--- src/rtl/xrg_pkg.sv ---
package xrg_pkg;

   localparam logic [63:0] DefaultSeed = 64'h853c49e6748fea9b;
   localparam logic [63:0] MixA        = 64'h9e3779b97f4a7c15;
   localparam logic [63:0] MixB        = 64'hbf58476d1ce4e5b9;
   localparam logic [63:0] MixC        = 64'h94d049bb133111eb;

   localparam int MixCount = 3;
   localparam logic [63:0] MixFactor [MixCount] = '{MixA, MixB, MixC};

   localparam logic [63:0] ResetWord0 = DefaultSeed;
   localparam logic [63:0] ResetWord1 = DefaultSeed * MixA;
   localparam logic [63:0] ResetWord2 = DefaultSeed * MixB;
   localparam logic [63:0] ResetWord3 = DefaultSeed * MixC;

   localparam int FracBits       = 24;
   localparam int FifoDepth      = 4;
   localparam int FifoAddrWidth  = 2;
   localparam int FifoCountWidth = 3;

   typedef enum logic {
      OpDraw   = 1'b0,
      OpReseed = 1'b1
   } opcode_type;

   typedef struct packed {
      logic               valid;
      logic [63:0]        raw;
      logic signed [31:0] low;
      logic signed [32:0] span;
   } draw_type;

   typedef struct packed {
      logic [63:0]         raw_value;
      logic [FracBits-1:0] unit_fraction;
      logic signed [31:0]  scaled_value;
   } result_type;

endpackage

--- src/rtl/xrg_scale.sv ---
module xrg_scale (
   input  logic                 clock,
   input  logic                 reset,
   input  xrg_pkg::draw_type    draw,
   output logic                 push,
   output xrg_pkg::result_type  result
);

   localparam int ProdWidth = xrg_pkg::FracBits + 1 + 33;

   logic signed [ProdWidth-1:0] prod_in;
   logic signed [ProdWidth-1:0] prod_ff;
   logic                        valid_ff;
   logic [63:0]                 raw_ff;
   logic signed [31:0]          low_ff;

   assign prod_in = $signed({1'b0, draw.raw[63 -: xrg_pkg::FracBits]}) * draw.span;

   always_ff @(posedge clock) begin
      if (reset) begin
         valid_ff <= 1'b0;
      end else begin
         valid_ff <= draw.valid;
      end
      prod_ff <= prod_in;
      raw_ff  <= draw.raw;
      low_ff  <= draw.low;
   end

   // floor shift: low 32 bits of prod >>> FracBits
   assign push                 = valid_ff;
   assign result.raw_value     = raw_ff;
   assign result.unit_fraction = raw_ff[63 -: xrg_pkg::FracBits];
   assign result.scaled_value  = low_ff + $signed(prod_ff[xrg_pkg::FracBits +: 32]);

endmodule

--- config.mk ---
export PLATFORM = sky130hd
export DESIGN_NAME = xrg_scale
export DESIGN_NICKNAME = d
export VERILOG_FILES = /design/src/rtl/xrg_pkg.sv /design/src/rtl/xrg_scale.sv
export SDC_FILE = /design/constraint.sdc
export NUM_CORES = 2
export LEC_CHECK = 0
export BUFFER_PORTS_ARGS = -buffer_cell sky130_fd_sc_hd__buf_2
export CELL_PAD_IN_SITES_DETAIL_PLACEMENT = 1
export CELL_PAD_IN_SITES_GLOBAL_PLACEMENT = 1
export CORE_ASPECT_RATIO = 0.8
export CORE_UTILIZATION = 50
export CTS_CLUSTER_SIZE = 40
export DETAILED_ROUTE_END_ITERATION = 8
export PLACE_DENSITY_LB_ADDON = 0.1
export SLEW_MARGIN = 10
export SYNTH_ARGS = -nofsm -noshare
export SYNTH_HDL_FRONTEND = slang
export SYNTH_SLANG_ARGS = --single-unit
--- constraint.sdc ---
create_clock -name clock -period 10.2 [get_ports clock]
set_input_delay 2.04 -clock clock [delete_from_list [all_inputs] [get_ports clock]]
set_output_delay 2.04 -clock clock [all_outputs]
set_load 0.02 [all_outputs]
==> summary.md <==
| Metric | Value |
|---|---|
| Required @ worst endpoint | 10.56 ns |
| WP buf/inv | 6 |
| Crit path max-delay family | adder cells |
| Unrepaired setup endpoints after global routing | no |
| Net Count, Synth | 4,422 |
| Fin crit share | 92.1% |
| Pin count of the biggest net entering global routing | 35 |
| Layout cells sized above 1 | 9.68% |
| Area Growth Syn to Fin | 7.81% |
| Die ar. | 63,900 um2 |
| Cell variety after synth | 58 |
| Vias in the first global route | 26,700 |
| FP Rows | 81 |
| Worst-path maximum fanout | 24 |
| Final Hold Viols | 0 |
| Violation count after the first detailed-route iteration | 1,505 |
| Rel. slew slack | 35.1% |
| Starting Density | 51.0% |
| Residual DRC count | 0 |
| Crit start category | primary input |
| CTS tree | yes |
| H-tree depth | 4 |
| Placed Instances | 4,270 |
| Slowest-stage cell, CP | fa_1 |
| First-pass GRT wire length | 156,000 um |
| CP Launch Point | draw[114] |
| Port-buffer cells | 252 |
| Num CTS Buffers | 17 |
| WS Path Type | primary input to flip-flop |
| Type of the worst min-delay path | primary input to flip-flop |
| Capture point of the critical path | prod_ff[54] |
| Finished Layout Cells | 4,303 |
| Final Setup Violations | 0 |
| DR pass1 iterations | 5 |
| Slew Limit Fails | 0 |
| Arr. time, crit path | 9.76 ns |
| Max-cap violations | 0 |
| Synth Instances | 3,316 |
| Area of the multi-input gates | 24,900 um2 |
| # hold bufs at CTS | 0 |
| Root buffer cell | clkbuf_16 |
| Mean Syn Cell Area | 9.48 um2 |
| I/O pin cnt | 253 |
| Via Count | 22,900 |
| Final worst slack | 0.806 ns |
| Die Height | 226 um |
| Setup TNS | 0 ns |
| Setup Fix Bufs, Post-CTS | 0 |
| Register clock-pin slew on the reported worst setup and hold paths | 0.09 ns |
| #FFs+latches synth | 129 |
| Die X | 282 um |
| Clock sink count | 129 |
| Antenna violations before repair | 6 |
| Core area | 61,600 um2 |
| Routability cong. | 0.929 |
| Number of synthesized flops with an enable pin | 0 |
| Wire per inst | 22.8 um |
| PostCTS Resize Cnt | 0 |
| Status | finished, final reports clean |
| Synth Flop Type | dfxtp_1 |
| GR Util All Layers | 33.1% |
| Layout fillers | 7,090 |
| Vias per cell | 5.33 |
| Detailed Place HPWL | 78,100 um |
| Final net count | 4,565 |
| Stages on the worst setup path | 27 |
| CP endpoint kind | flip-flop |
| Final ANT Viol Nets | 0 |
| Slew @ Worst Pin | 0.973 ns |
| Sequential fraction of the synthesis area | 8.21% |
| Final wirelength | 98,300 um |
| Syn. warnings | 0 |
| Final Critical Period | 9.39 ns |
| Gr ovfl total | 0 |
| Final Cell Area | 33,900 um2 |
| Sequential cell area | 2580 um2 |
| Mapped Area | 31,400 um2 |
| FMAX | 106 MHz |
| Dpl cell area | 33,300 um2 |
| CP max stage delay | 0.55 ns |
| Crit path top cell by count | fa_1 |
| Longest Clk Path Bufs | 2 |
| Worst slack, placed | 0.461 ns |
| Ys async rst share | 0% |
-- logic make-up (layout without fill, tap and decap cells) --
group           count (synthesis)  after routing  share of synthesized area, %
mux                             1              1                        0.0318
buf+inv                      1026           1182                          12.5
simple gates                  945            945                          15.8
compound gates                165            165                          3.60
flops                         129            129                          8.21
xor+xnor                       76             76                          2.12
other cells                     0              1                             0
fa+ha+maj                     974            974                          57.7
-- cell type report --
cell class,count,area share (%)
Clock buffer,17,1.26
Clock inverter,15,0.473
Timing Repair Buffer,289,4.54
Multi-Input combinational cell,2161,73.5
Tap cell,830,3.06
Inverter,861,9.54
Sequential cell,129,7.62
Antenna cell,1,0.00738
-- registers in the layout (all words and copies together), names as in the netlist --
| name | count |
|---|---|
| low_ff | 32 |
| push | 1 |
| raw_ff | 64 |
| prod_ff | 32 |
-- cell usage after synthesis (2+ instances only) --
cell       instances  area (um2)
o2111ai_1          2        17.5
xor2_1            21         184
ha_1             181        2260
or3_1              2        12.5
and3_1             9        56.3
clkbuf_1         140         526
a21boi_0           3        22.5
o211ai_1           5        37.5
o21ai_0           27         135
nor3_1            17        85.1
nor2_1            35         131
o21a_1            10        75.1
a21oi_2            2        17.5
a21oi_1           52         260
o21ai_1            4        20.0
fa_1             793       15900
inv_1            861        3230
nand2b_1           8        50.1
a2111oi_0          2        17.5
and2_1           497        3110
nand3_1           16        80.1
o21bai_1           5        37.5
o41ai_2            2        32.5
a31oi_1            2        12.5
nand4_1            9        56.3
xnor2_1           55         482
nand2_1          334        1250
a211oi_1           4        30.0
nor2b_1           10        62.6
a211o_1            4        35.0
dfxtp_1          129        2580
a21o_1            26         195
buf_4             24         180
-- cell usage in the layout (no fill, tap or decap), types with 3 or more instances in the layout --
| master | n |
|---|---|
| buf_4 | 37 |
| a21boi_0 | 3 |
| xor2_1 | 21 |
| nand3_1 | 16 |
| nor3_1 | 17 |
| clkbuf_16 | 17 |
| buf_2 | 252 |
| a21o_1 | 26 |
| ha_1 | 181 |
| o21ai_1 | 4 |
| fa_1 | 793 |
| and2_1 | 497 |
| a211o_1 | 4 |
| a211oi_1 | 4 |
| nand4_1 | 9 |
| o211ai_1 | 5 |
| o21bai_1 | 5 |
| dfxtp_1 | 129 |
| inv_1 | 861 |
| o21a_1 | 10 |
| inv_8 | 7 |
| xnor2_1 | 55 |
| o21ai_0 | 27 |
| nor2b_1 | 10 |
| clkinvlp_4 | 3 |
| nand2b_1 | 8 |
| nor2_1 | 35 |
| nand2_1 | 334 |
| a21oi_1 | 52 |
| and3_1 | 9 |
-- through the flow --
stage,util (%),hold slack [ns]
detailed placement,54.1,2.14
CTS,55.0,1.60
floorplan,-,2.07
finish,55.0,1.65
global route,55.0,1.63
global placement,54.1,2.14
-- worst min-delay path by stage --
stage | cells after the start | end | start | slack [ns]
6_report | 1 | low_ff[2] | draw[35] | 1.65
5_1_grt | 1 | raw_ff[35] | draw[100] | 1.63
4_1_cts | 1 | low_ff[16] | draw[49] | 1.60
3_5_place_dp | 1 | raw_ff[33] | draw[98] | 2.14
3_3_place_gp | 1 | low_ff[23] | draw[56] | 2.14
2_1_floorplan | 0 | low_ff[0] | draw[33] | 2.07
-- routing by layer --
| metal | routed length, um | share of wire [%] | global-route usage (%) |
|---|---|---|---|
| met3 | 8020 | 8.2 | 5.76 |
| met2 | 44700 | 46 | 51.7 |
| met1 | 43500 | 44 | 47.9 |
| met5 | 18 | 0.018 | 0 |
| met4 | 1940 | 2.0 | 8.11 |
Power is left out: the tool's default activity adds up to more than one toggle a clock period on the data nets, which glitch-free logic cannot reach.
