[src/rtl/xrg_pkg.sv]
package xrg_pkg;

   localparam logic [63:0] DefaultSeed = 64'h853c49e6748fea9b;
   localparam logic [63:0] MixA        = 64'h9e3779b97f4a7c15;
   localparam logic [63:0] MixB        = 64'hbf58476d1ce4e5b9;
   localparam logic [63:0] MixC        = 64'h94d049bb133111eb;

   localparam int MixCount = 3;
   localparam logic [63:0] MixFactor [MixCount] = '{MixA, MixB, MixC};

   localparam logic [63:0] ResetWord0 = DefaultSeed;
   localparam logic [63:0] ResetWord1 = DefaultSeed * MixA;
   localparam logic [63:0] ResetWord2 = DefaultSeed * MixB;
   localparam logic [63:0] ResetWord3 = DefaultSeed * MixC;

   localparam int FracBits       = 24;
   localparam int FifoDepth      = 4;
   localparam int FifoAddrWidth  = 2;
   localparam int FifoCountWidth = 3;

   typedef enum logic {
      OpDraw   = 1'b0,
      OpReseed = 1'b1
   } opcode_type;

   typedef struct packed {
      logic               valid;
      logic [63:0]        raw;
      logic signed [31:0] low;
      logic signed [32:0] span;
   } draw_type;

   typedef struct packed {
      logic [63:0]         raw_value;
      logic [FracBits-1:0] unit_fraction;
      logic signed [31:0]  scaled_value;
   } result_type;

endpackage

[src/rtl/xrg_fifo.sv]
module xrg_fifo (
   input  logic                clock,
   input  logic                reset,
   input  logic                push,
   input  xrg_pkg::result_type push_data,
   input  logic                pop,
   output logic                not_empty,
   output xrg_pkg::result_type pop_data
);

   xrg_pkg::result_type                     mem [xrg_pkg::FifoDepth];
   logic [xrg_pkg::FifoAddrWidth-1:0]       wr_ptr_ff;
   logic [xrg_pkg::FifoAddrWidth-1:0]       rd_ptr_ff;
   logic [xrg_pkg::FifoCountWidth-1:0]      count_ff;
   logic [xrg_pkg::FifoCountWidth-1:0]      count_in;

   always_comb begin
      count_in = count_ff;
      if (push && !pop) begin
         count_in = count_ff + 1'b1;
      end else if (pop && !push) begin
         count_in = count_ff - 1'b1;
      end
   end

   always_ff @(posedge clock) begin
      if (reset) begin
         wr_ptr_ff <= '0;
         rd_ptr_ff <= '0;
         count_ff  <= '0;
      end else begin
         count_ff <= count_in;
         if (push) begin
            wr_ptr_ff <= wr_ptr_ff + 1'b1;
         end
         if (pop) begin
            rd_ptr_ff <= rd_ptr_ff + 1'b1;
         end
      end
      if (push) begin
         mem[wr_ptr_ff] <= push_data;
      end
   end

   assign not_empty = (count_ff != '0);
   assign pop_data  = mem[rd_ptr_ff];

endmodule

[config.mk]
export PLATFORM = sky130hd
export DESIGN_NAME = xrg_fifo
export DESIGN_NICKNAME = d
export VERILOG_FILES = /design/src/rtl/xrg_pkg.sv /design/src/rtl/xrg_fifo.sv
export SDC_FILE = /design/constraint.sdc
export NUM_CORES = 1
export LEC_CHECK = 0
export BUFFER_PORTS_ARGS = -buffer_cell sky130_fd_sc_hd__buf_4
export CAP_MARGIN = 20
export CORE_MARGIN = 2
export CORE_UTILIZATION = 51
export DETAILED_ROUTE_END_ITERATION = 10
export GPL_TIMING_DRIVEN = 0
export PLACE_DENSITY = 0.81
export SYNTH_ARGS = -nofsm -noshare
export SYNTH_HDL_FRONTEND = slang
export SYNTH_SLANG_ARGS = --single-unit
[constraint.sdc]
create_clock -name clock -period 3.6 [get_ports clock]
set_input_delay 0.54 -clock clock [delete_from_list [all_inputs] [get_ports clock]]
set_output_delay 0.54 -clock clock [all_outputs]
set_load 0.1 [all_outputs]
==> results of run 1 <==
-- how the worst max path moves through the flow --
stage                  start                   end  slack [ns]  depth (start not counted)
finish              register          pop_data[12]        0.41                          4
global placement        push  mem[0][89]$_DFFE_PP_       -0.16                          2
detailed placement  register          pop_data[54]        0.94                          4
global route        register          pop_data[53]        0.25                          4
floorplan               push   mem[1][0]$_DFFE_PP_        1.14                          1
CTS                 register          pop_data[54]        0.32                          4
-- metrics by stage --
stage	instance area (um2)	power [mW]	cells
2_1_floorplan	17700	8.91	669
3_3_place_gp	20100	9.55	1367
3_5_place_dp	20400	9.60	1375
4_1_cts	21900	14.5	1462
5_1_grt	21900	14.8	1463
6_report	21900	14.3	1463
-- cell type report --
class,count,area [um2],area share
plain buffers,27,195,0.00891
flip-flops and latches,489,14600,0.667
multi-input cells,149,2940,0.134
well taps,455,569,0.0260
clock inverters,23,246,0.0113
clock buffers,64,1290,0.0590
diodes,1,2.50,0.000114
repair buffers,251,2040,0.0934
inverters,4,15.0,0.000686
-- kinds of logic (layout without fill, tap and decap cells) --
kind of cell,after synthesis,count (layout),synth area share
buf+inv,31,369,0.0119
compound gates,2,2,0.000564
mux,122,122,0.154
xor+xnor,5,5,0.00247
simple gates,14,14,0.00381
other cells,0,1,0
fa+ha+maj,6,6,0.00466
flops,489,489,0.823
-- synthesized netlist by cell type --
library cell and number:
fa_1 1, o21ai_0 1, buf_6 10, xor2_1 3, buf_4 1, ha_1 5
mux4_2 120, mux2i_1 2, nand2_1 1, a21oi_1 1, buf_2 12, or3_1 2
and2_1 4, clkbuf_1 4, inv_1 4, dfxtp_1 9, nor2_1 7, xnor2_1 2
edfxtp_1 480
-- power groups by stage --
stage	Combinational, mW	Sequential (mW)	Clock (mW)
after floorplan	2.19	6.71	0
after global placement	2.82	6.73	0
after detailed placement	2.88	6.72	0
after CTS	2.89	6.61	4.99
after global routing	2.96	6.62	5.19
final	2.86	6.60	4.85
-- state kept, by name (all words and copies together), names as in the netlist, named ones only --
name	cells
count_ff	3
rd_ptr_ff	2
mem	480
wr_ptr_ff	2
-- worst max-delay path: cells and delay by family, from the launching register on --
family	cells	cell delay (ns)
buffers and inverters	3	1.34
flip-flops	1	0.34
multiplexers	1	0.39
-- layer usage --
| metal | GRT usage | vias up | wire length (um) |
|---|---|---|---|
| li1 | - | 3489 | - |
| met1 | 0.253 | 4231 | 13500 |
| met2 | 0.305 | 275 | 16600 |
| met3 | 0.0513 | 64 | 2530 |
| met4 | 0.0760 | 0 | 1030 |
| met5 | 0 | - | 0 |
==> results by group, run 1 <==
Outcome
  • Outcome: finished clean

Clock tree
  • Clock Pin Slew Worst Setup and Hold Paths: ~0.060 ns
  • Post-cts resize count: 0
  • Clock sink total: about 490
  • Max Root-Sink Buffers: 3
  • Total CTS buffers: 48
  • Cts hold-fix bufs: 0
  • Worst-Skew Late Latency: between 0.5 and 0.6 ns
  • H-tree Lvls: 2
  • Postcts setup bufs: 0
  • CTS Root Cell: clkbuf_16
  • CTS tree: done

Detailed routing
  • Drt initial violations: around 480
  • Vias per cell: between 5 and 6
  • Detailed Route WL: approximately 34000 um
  • ANT nets after route: 0
  • Number of remaining DRC errors: 0
  • Drt pass-1 iters: 6
  • Via count: between 8000 and 9000
  • DR WL/cell: 23.0 um

Pwr
  • Switching Fraction: 0.291
  • LEAKAGE: 7.40 nW
  • Int Power: between 10 and 15 mW
  • PD cells: 654 nW/um2
  • Logic pwr share: 0.200
  • Sequential cell fraction of total power: 0.461
  • Peak supply drop: between 0.0004 and 0.0005 V
  • Sw power: 4.17 mW
  • Clock Power Share: 0.339

STA
  • Hold Fails Final Rpt: 0
  • Final-report max-slew violation count: 0
  • Fmax: 314 MHz
  • Tmin final: between 3 and 4 ns
  • Slew margin rel.: 0.430
  • Setup Total Neg Slack: 0 ns
  • Crit share post-route: 0.885
  • Setup ws final: 0.413 ns
  • Worst-Margin Slew: about 0.86 ns
  • RSZ-0062 raised after global routing: no
  • Clock skew: about 0.012 ns
  • Setup violators final: 0
  • Hold Slack: about 0.17 ns

Synth
  • Cell area after synthesis: between 15000 and 20000 um2
  • Syn Area/Cell: between 20 and 30 um2
  • Yosys top cell by area: edfxtp_1
  • Yosys warning total: 0
  • Mapped Cells: around 670
  • Syn Nets: between 700 and 800
  • Synth top area share: 0.813
  • Ranking of synthesized cells by area: edfxtp_1 81%, mux4_2 15%, dfxtp_1 1.0%
  • Seq cells post-synth: 489
  • Synth cell types: 19
  • Sequential share of the synthesized area: 0.823

Layout
  • Commonest non-fill, non-tap cell in the layout: edfxtp_1
  • Most frequent cells in the layout: 480 x edfxtp_1, 244 x buf_4, 120 x mux4_2
  • Fill cells: ~2300
  • Synthesis-to-finish area growth: 23.5%
  • Share of cells above drive strength 1: 0.458
  • Util after Layout: 0.637
  • Final net count: 1100

Hold path
  • Hold path depth: 1
  • Worst hold start: push_data[94]
  • Hold Path End: mem[0][94]$_DFFE_PP_
  • Worst hold path type: primary input to register

Worst setup path
  • Worst-path cell chain: clkbuf_1 -> buf_2 -> mux4_2 -> buf_4
  • RR Startpoint: wr_ptr_ff[0]$_SDFFE_PP0P_
  • Worst stage delay on the critical path: roughly 0.65 ns
  • Crit path kind: register to output pin
  • CP Max Fanout: 10
  • Minimum setup slack among reg-to-reg paths: between 1.5 and 2 ns
  • Reg-to-reg endpoint: mem[1][100]$_DFFE_PP_
  • Slowest CP cell: clkbuf_1
  • Critical Path Source Type: register
  • Crit path required time: between 3 and 4 ns
  • WP data arrival: roughly 2.7 ns
  • Reg2reg path depth: 3
  • CP endpoint kind: output pin

Global route
  • Number of global-route vias before repair: between 8000 and 9000
  • Total global routing overflow: 0
  • Largest net degree at the start of global routing: 60
  • Total track usage: 0.191
  • Global-route wire length before repair: approximately 51000 um
  • Initial antenna violation count: 1

Placement
  • Setup WS pre-CTS: 0.943 ns
  • Placed wire-length estimate: around 20000 um
  • Routability Congestion: roughly 0.7
  • PortBufs: 243

Floorplan
  • I/O pin total: between 200 and 250
  • Num rows: ~70
  • Die X: 190 um
  • Die ar.: 36300 um2
  • Die H: approximately 190 um
  • Core area: 34400 um2
  • Initial Util: 0.516

Run
  • Max Cap Violations: 0
(Power assumes the default switching activity.)
==> run 2: changes to the inputs <==
--- a/config.mk
+++ b/config.mk
@@ -8,10 +8,10 @@
 export BUFFER_PORTS_ARGS = -buffer_cell sky130_fd_sc_hd__buf_4
 export CAP_MARGIN = 20
 export CORE_MARGIN = 2
-export CORE_UTILIZATION = 51
+export CORE_UTILIZATION = 30
 export DETAILED_ROUTE_END_ITERATION = 10
 export GPL_TIMING_DRIVEN = 0
-export PLACE_DENSITY = 0.81
+export PLACE_DENSITY = 0.55
 export SYNTH_ARGS = -nofsm -noshare
 export SYNTH_HDL_FRONTEND = slang
 export SYNTH_SLANG_ARGS = --single-unit
==> run 2 against run 1 <==
Against the previous run: cell count is 22% higher; worst hold slack lost 0.0097 ns; routed wire length rose by 7.6%; cell area is 2.1% higher.
==> results by group, run 2 (synthesized netlist as in run 1, its figures left out) <==
Pwr
  • Sw power: 4.29 mW
  • Int Power: 10.2 mW
  • PD cells: between 600 and 700 nW/um2
  • Logic pwr share: 0.199
  • Sequential cell fraction of total power: 0.456
  • LEAKAGE: 7.44 nW
  • Switching Fraction: 0.296
  • Clock Power Share: 0.346
  • Peak supply drop: 0.000441 V

Global route
  • Largest net degree at the start of global routing: between 50 and 60
  • Number of global-route vias before repair: around 8700
  • Initial antenna violation count: 2
  • Total track usage: 0.119
  • Total global routing overflow: 0
  • Global-route wire length before repair: ~54000 um

Clock tree
  • Postcts setup bufs: 0
  • CTS Root Cell: clkbuf_16
  • Post-cts resize count: 0
  • Clock sink total: roughly 490
  • Total CTS buffers: 53
  • Cts hold-fix bufs: 0
  • CTS tree: done
  • Worst-Skew Late Latency: 0.58 ns
  • Max Root-Sink Buffers: 3
  • Clock Pin Slew Worst Setup and Hold Paths: about 0.060 ns
  • H-tree Lvls: 2

Outcome
  • Outcome: finished clean

STA
  • Fmax: ~330 MHz
  • Clock skew: about 0.0097 ns
  • Tmin final: around 3.0 ns
  • RSZ-0062 raised after global routing: no
  • Crit share post-route: 0.832
  • Setup Total Neg Slack: 0 ns
  • Worst-Margin Slew: 0.736 ns
  • Setup violators final: 0
  • Final-report max-slew violation count: 0
  • Hold Fails Final Rpt: 0
  • Setup ws final: 0.605 ns
  • Slew margin rel.: 0.510

Layout
  • Max reg flops: 480
  • Antenna diode count: 0
  • Final net count: approximately 1100
  • Share of cells above drive strength 1: 0.459
  • Multi-input logic area: a little under 3000 um2
  • Register area: 14600 um2
  • Synthesis-to-finish area growth: 26.1%
  • Commonest non-fill, non-tap cell in the layout: edfxtp_1
  • Register with the highest flop count: mem
  • Most frequent cells in the layout: 480 x edfxtp_1, 244 x buf_4, 120 x mux4_2
  • Fill cells: 5310
  • Biggest regs: mem (480), count_ff (3)

Worst setup path
  • Minimum setup slack among reg-to-reg paths: approximately 1.7 ns
  • RR Startpoint: wr_ptr_ff[0]$_SDFFE_PP0P_
  • CP endpoint kind: output pin
  • Critical Path Source Type: register
  • Reg2reg path depth: 4
  • Reg-to-reg endpoint: mem[0][26]$_DFFE_PP_
  • Crit path required time: 3.06 ns
  • CP Max Fanout: 10
  • WP data arrival: 2.45 ns
  • Crit path kind: register to output pin

Detailed routing
  • Vias per cell: about 4.5
  • ANT nets after route: 0
  • Drt initial violations: between 300 and 400
  • Via count: 8036
  • DR WL/cell: about 20 um
  • Detailed Route WL: between 30000 and 40000 um
  • Number of remaining DRC errors: 0
  • Drt pass-1 iters: 4

Floorplan
  • Die X: approximately 250 um
  • Initial Util: 0.302
  • I/O pin total: 245
  • Die H: roughly 250 um
  • Core area: about 60000 um2
  • Num rows: between 80 and 90
  • Die ar.: 61100 um2

Placement
  • Setup WS pre-CTS: about 1.1 ns
  • PortBufs: roughly 240
  • Routability Congestion: around 0.67
  • Placed wire-length estimate: ~22000 um

Hold path
  • Hold Path End: mem[1][19]$_DFFE_PP_
  • Hold path depth: 1
  • Worst hold path type: primary input to register
  • Worst hold start: push_data[19]

Run
  • Max Cap Violations: 0
==> run 2: cell count changes in the layout (fill, tap and decap cells not counted), sizes merged <==
cell,delta
clkinvlp,-2
bufinv,-3
diode,-1
clkbuf,+7
buf,+1
inv,-1
clkinv,+4
==> run 2: through the flow <==
step	instance area (um2)	cells	power [mW]	hold WS [ns]	utilization
global placement	20500	1685	9.61	0.467	0.350
global route	22400	1786	15.0	0.118	0.381
finish	22400	1786	14.5	0.157	0.381
floorplan	17700	669	8.91	0.453	-
CTS	22400	1786	14.7	0.100	0.381
detailed placement	20800	1694	9.64	0.478	0.354
==> run 2: power by group through the flow <==
stage	clock (mW)	combinational (mW)	sequential (mW)
finish	5.00	2.88	6.60
global route	5.37	3.00	6.62
CTS	5.18	2.92	6.60
detailed placement	0	2.92	6.72
global placement	0	2.87	6.74
floorplan	0	2.19	6.71
==> run 2: worst max-delay path by stage <==
| stage | slack [ns] | cells past startpoint | end |
|---|---|---|---|
| after floorplan | 1.14 | 1 | mem[1][0]$_DFFE_PP_ |
| after global placement | -0.42 | 2 | mem[2][22]$_DFFE_PP_ |
| after detailed placement | 1.10 | 5 | pop_data[11] |
| after CTS | 0.43 | 5 | pop_data[11] |
| after global routing | 0.41 | 5 | pop_data[92] |
| final | 0.61 | 5 | pop_data[92] |
==> run 2: cell type report <==
| type | count | area share |
|---|---|---|
| clock inverter | 21 | 0.00683 |
| multi-input combinational | 149 | 0.131 |
| timing repair buffer | 252 | 0.0921 |
| sequential | 489 | 0.653 |
| clock buffer | 71 | 0.0642 |
| tap | 773 | 0.0433 |
| buffer | 27 | 0.00873 |
| inverter | 4 | 0.000672 |
==> run 2: worst max-delay path: stages (launching register included) <==
cell,delay (ns)
dfxtp_1,0.35
clkbuf_1,0.36
buf_8,0.20
buf_2,0.32
mux4_2,0.37
buf_4,0.26
==> run 2: layer usage <==
metal | wire, um | track usage | vias to the layer above
met2 | 17200 | 0.188 | 219
met1 | 15400 | 0.154 | 4250
met4 | 781 | 0.0342 | 2
li1 | - | - | 3506
met5 | 13 | 0 | -
met3 | 2760 | 0.0419 | 59
